[config.mk]
export PLATFORM = sky130hd
export DESIGN_NAME = bwt_ram
export DESIGN_NICKNAME = d
export VERILOG_FILES = /design/src/hw/rtl/bwt_ram.sv
export SDC_FILE = /design/constraint.sdc
export NUM_CORES = 2
export LEC_CHECK = 0
export ABC_AREA = 1
export ABC_CLOCK_PERIOD_IN_PS = 3150
export BUFFER_PORTS_ARGS = -buffer_cell sky130_fd_sc_hd__buf_2
export CORE_ASPECT_RATIO = 1.4
export CORE_MARGIN = 2
export CORE_UTILIZATION = 45
export CTS_CLUSTER_SIZE = 28
export DETAILED_ROUTE_END_ITERATION = 12
export PLACE_DENSITY = 0.59
export SLEW_MARGIN = 0
export SYNTH_ARGS = -nofsm -noshare
export SYNTH_HDL_FRONTEND = slang
export SYNTH_SLANG_ARGS = --single-unit
[constraint.sdc]
create_clock -name aclk -period 3.15 [get_ports aclk]
set_input_delay 0.4725 -clock aclk [delete_from_list [all_inputs] [get_ports aclk]]
set_output_delay 0.4725 -clock aclk [all_outputs]
set_load 0.01 [all_outputs]
[src/hw/rtl/bwt_ram.sv]
// Generic single-port-write, single-port-read RAM with registered read.
// No dependencies.
`default_nettype none
module bwt_ram #(
    parameter int Width = 8,
    parameter int Depth = 256
) (
    input  wire logic                     aclk,
    input  wire logic                     we,
    input  wire logic [$clog2(Depth)-1:0] waddr,
    input  wire logic [Width-1:0]         wdata,
    input  wire logic [$clog2(Depth)-1:0] raddr,
    output logic      [Width-1:0]         rdata
);
    logic [Width-1:0] mem [Depth];

    always_ff @(posedge aclk) begin
        if (we) begin
            mem[waddr] <= wdata;
        end
        rdata <= mem[raddr];
    end
endmodule
`default_nettype wire

-- Word level (Yosys, flattened, before mapping)
Memory sizes are Yosys's and may differ from the RTL's. A register that Yosys moved wholly into a read port is not among the register bits.
Cells that the tools add are included.
Widths: inputs -> output; s select.
- memories: 1
- input bits: 26
- output and inout bits: 8
- flip-flop bits (word level): 0
- logic and storage cells: 3
- memory bits (writable): 2048
- mux-type cells: 2
- memories (memory ; depth ; bits a word ; rd ports ; clocked after Yosys merged registers in ; write ports ; RTL line ; RTL):
    mem ; 256 ; 8 ; 1 ; 1 ; 1 ; 15 ; logic [Width-1:0] mem [Depth];
- operator list (cell ; count):
    $mux 1 ; 2

-- Depth between registers and ports, before layout
- word-level depth: 2
- mapped depth: 15

-- Worst setup path before layout
No wires, ideal clock.
- path type: input to register
- start point: in we
- end point: mem mem[162][0], enable pin
- stages: 4
- buffers on the path: 2
- arrival time: 1.594 ns
- required time: 2.780 ns
- path slack: 1.186 ns
- cell sequence: clkbuf_1 -> nand3_1 -> clkbuf_1 -> nor2_1
- word-level cells in the longest chain between the ends: 2
- RTL lines (what ; RTL line ; RTL):
    from (decl) ; 9 ; input wire logic we,
    $mux 1 ; 18 ; if (we) begin
    $mux 1 (not written as such) ; 19 ; mem[waddr] <= wdata;
    to (decl) ; 15 ;
No other way between the ends.

==> impl_metrics.tcl <==
set metrics [dict create \
    crit_start "raddr[0]" \
    synth_commonest_cells "2123 x nand2_1, 2048 x edfxtp_1, 2019 x nand3_1" \
    overflow 0 \
    multiInputGateArea_um2 19150 \
    worstSetupPathType "in2reg" \
    synth_area_leaders "edfxtp_1 74%, nand3_1 12%, nand2_1 9.6%, buf_2 1.6%, nor2_1 1.3%" \
    critPathArrivalTime_ps 3170 \
    drt_iter0_markers 6140 \
    yosys_warnings 0 \
    hp-class "in2reg" \
    fp.dieH_um 513.4 \
    clkTransAtPathRegs_ps 60 \
    cts_max_level 4 \
    syn-cell-area_um2 83400 \
    reg2reg_from "mem[190][3]$_DFFE_PP_" \
    die_w_um 367.8 \
    pwr_density_cell_nw_per_um2 603.7 \
    drt_wl_total_um 243500 \
    grtUsageTotal 0.2543 \
    fin_setup_tns_ps 0 \
    io_pins 34 \
    post_cts_resized 0 \
    drv_slew 0 \
    cts_root_buf "clkbuf_16" \
    nets 7233 \
    drc 0 \
    yosysTopAreaCell "edfxtp_1" \
    synth.net_count 7029 \
    first_pass_iters 6 \
    worstHoldStart "wdata[4]" \
    syn_avg_cell_area_um2 11.91 \
    min_period_over_period 0.7542 \
    drv_cap 0 \
    net-switching-power_mw 12.77 \
    start_util 0.4512 \
    fmax_mhz 420.9 \
    tightest_slew_ps 1118 \
    via_per_inst 5.650 \
    p_total_mw 57.45 \
    coreArea_um2 184800 \
    grt_pass1_wl_um 358200 \
    hold_ws_ps 79.04 \
    fillerInstances 15790 \
    hold_viol_final 0 \
    ir_drop_mv 0.3654 \
    cts_hold_buf 0 \
    cts_setup_buffers 0 \
    async_reset_ff_frac 0 \
    finalCriticalPeriod_ps 2376 \
    yosysMostFrequentCell "nand2_1" \
    dieArea_um2 188800 \
    finalSetupViolations 0 \
    power.leakage_nw 33.51 \
    ys_ff_latch 2056 \
    swShare 0.2222 \
    wl_per_cell_um 24.81 \
    slew_headroom 0.2530 \
    status "complete, no violations" \
    rows 187 \
    drive_above_1_share 0.1039 \
    syn2layout_area_growth_pct 14.10 \
    worst_ep_required_time_ps 3940 \
    cts_tree "done" \
    synth.distinct_cells 14 \
    grt_max_degree 116 \
    vias 55450 \
    place_hpwl_um 147900 \
    ys_seq_area_frac 0.7394 \
    synth.top_cell.area_share 0.7374 \
    rsz0062_at_grt "no" \
    cts_inserted_buffers 195 \
    antenna_found_initial 8 \
    synth-edff-count 2048 \
    p_clk_frac 0.410 \
    internal_power_mw 44.68 \
    cp_max_fo 22 \
    insertion_delay_ps 860 \
    ant_nets 0 \
    cp-end-kind "flip-flop" \
    regArea_um2 61660 \
    netlist_instances 7003 \
    port_buffers 33 \
    pwr-share-seq 0.525 \
    synth-main-ff-cell "edfxtp_1" \
    grt_pass1_vias 53720 \
    power_frac_comb 0.065 \
    place_congestion 0.8871 \
    cts.sinks 2056 \
    clockBufferDepth 4 \
    crit_path_start_kind "input port" \
    skew_ps 63.16 \
]
[cell usage in the layout (no fill, tap or decap), types with 25 or more instances in the layout]
| cell type | Yosys | final |
|---|---|---|
| nand3_1 | 2019 | 2019 |
| edfxtp_1 | 2048 | 2048 |
| clkinv_1 | 0 | 34 |
| nor2_1 | 283 | 283 |
| buf_4 | 46 | 370 |
| nand2_1 | 2123 | 2116 |
| clkbuf_16 | 0 | 199 |
| inv_1 | 36 | 34 |
| clkbuf_1 | 112 | 44 |
| buf_12 | 0 | 87 |
| clkinv_2 | 0 | 25 |
[critical path, cell delays in order]
cell and delay [ps]:
buf_8 200, buf_12 270, buf_4 330, buf_4 260, nand2_1 70, nand3_1 80
nand3_1 140, nand3_1 110, nand3_1 90, nand3_1 200, nand3_1 360, nand2_1 260
nand2_1 150, nand2_1 100
[path summary, 6_finish.rpt]
kind / to / slack [ps] / depth (start not counted)
max: rdata[5]$_DFF_P_ / 770 / 14
min: mem[70][4]$_DFFE_PP_ / 80 / 1
max reg2reg: rdata[3]$_DFF_P_ / 1090 / 10
min reg2reg: rdata[3]$_DFF_P_ / 1010 / 10
[power by group through the flow]
stage,combinational (mW),sequential [mW],clock (mW)
final,3.72,30.2,23.5
after detailed placement,3.70,30.8,0
after global placement,3.67,30.8,0
after global routing,3.99,30.2,24.8
after floorplan,1.86,30.8,0
after CTS,3.71,30.2,23.8
[kinds of logic after synthesis]
group                  after synthesis  share of synthesized area
DFF                               2056                     0.7394
buffers and inverters              522                    0.03119
and+or+nand+nor                   4425                     0.2295
[registers in the layout, summed over array words and instances, names as in the netlist]
register,cells
rdata,8
mem,2048
[through the flow]
stage | utilization | cells | setup slack, ps | area, um^2
finish | 0.5148 | 9814 | 774.4 | 95160
global route | 0.5147 | 9808 | 737.2 | 95140
CTS | 0.5147 | 9807 | 885.9 | 95140
detailed placement | 0.4808 | 9467 | 22.10 | 88870
global placement | 0.4808 | 9467 | -11.84 | 88870
floorplan | - | 7003 | 1186 | 83400
[routing by layer]
metal / share of wire / vias up / track usage
met1: 0.39 / 27580 / 0.3280
met3: 0.071 / 480 / 0.03645
met4: 0.048 / 6 / 0.1142
met2: 0.49 / 2157 / 0.4275
li1: - / 25230 / -
met5: 0.00014 / - / 0
[cell type report]
type,count,area share
Clock inverter,95,0.01156
Inverter,39,0.001893
Sequential cell,2056,0.6480
Multi-Input combinational cell,4425,0.2013
Clock buffer,245,0.05436
Tap cell,2457,0.03231
Antenna cell,7,0.0001841
Timing Repair Buffer,490,0.05045
Note: power is estimated with default switching activity, not from simulation.
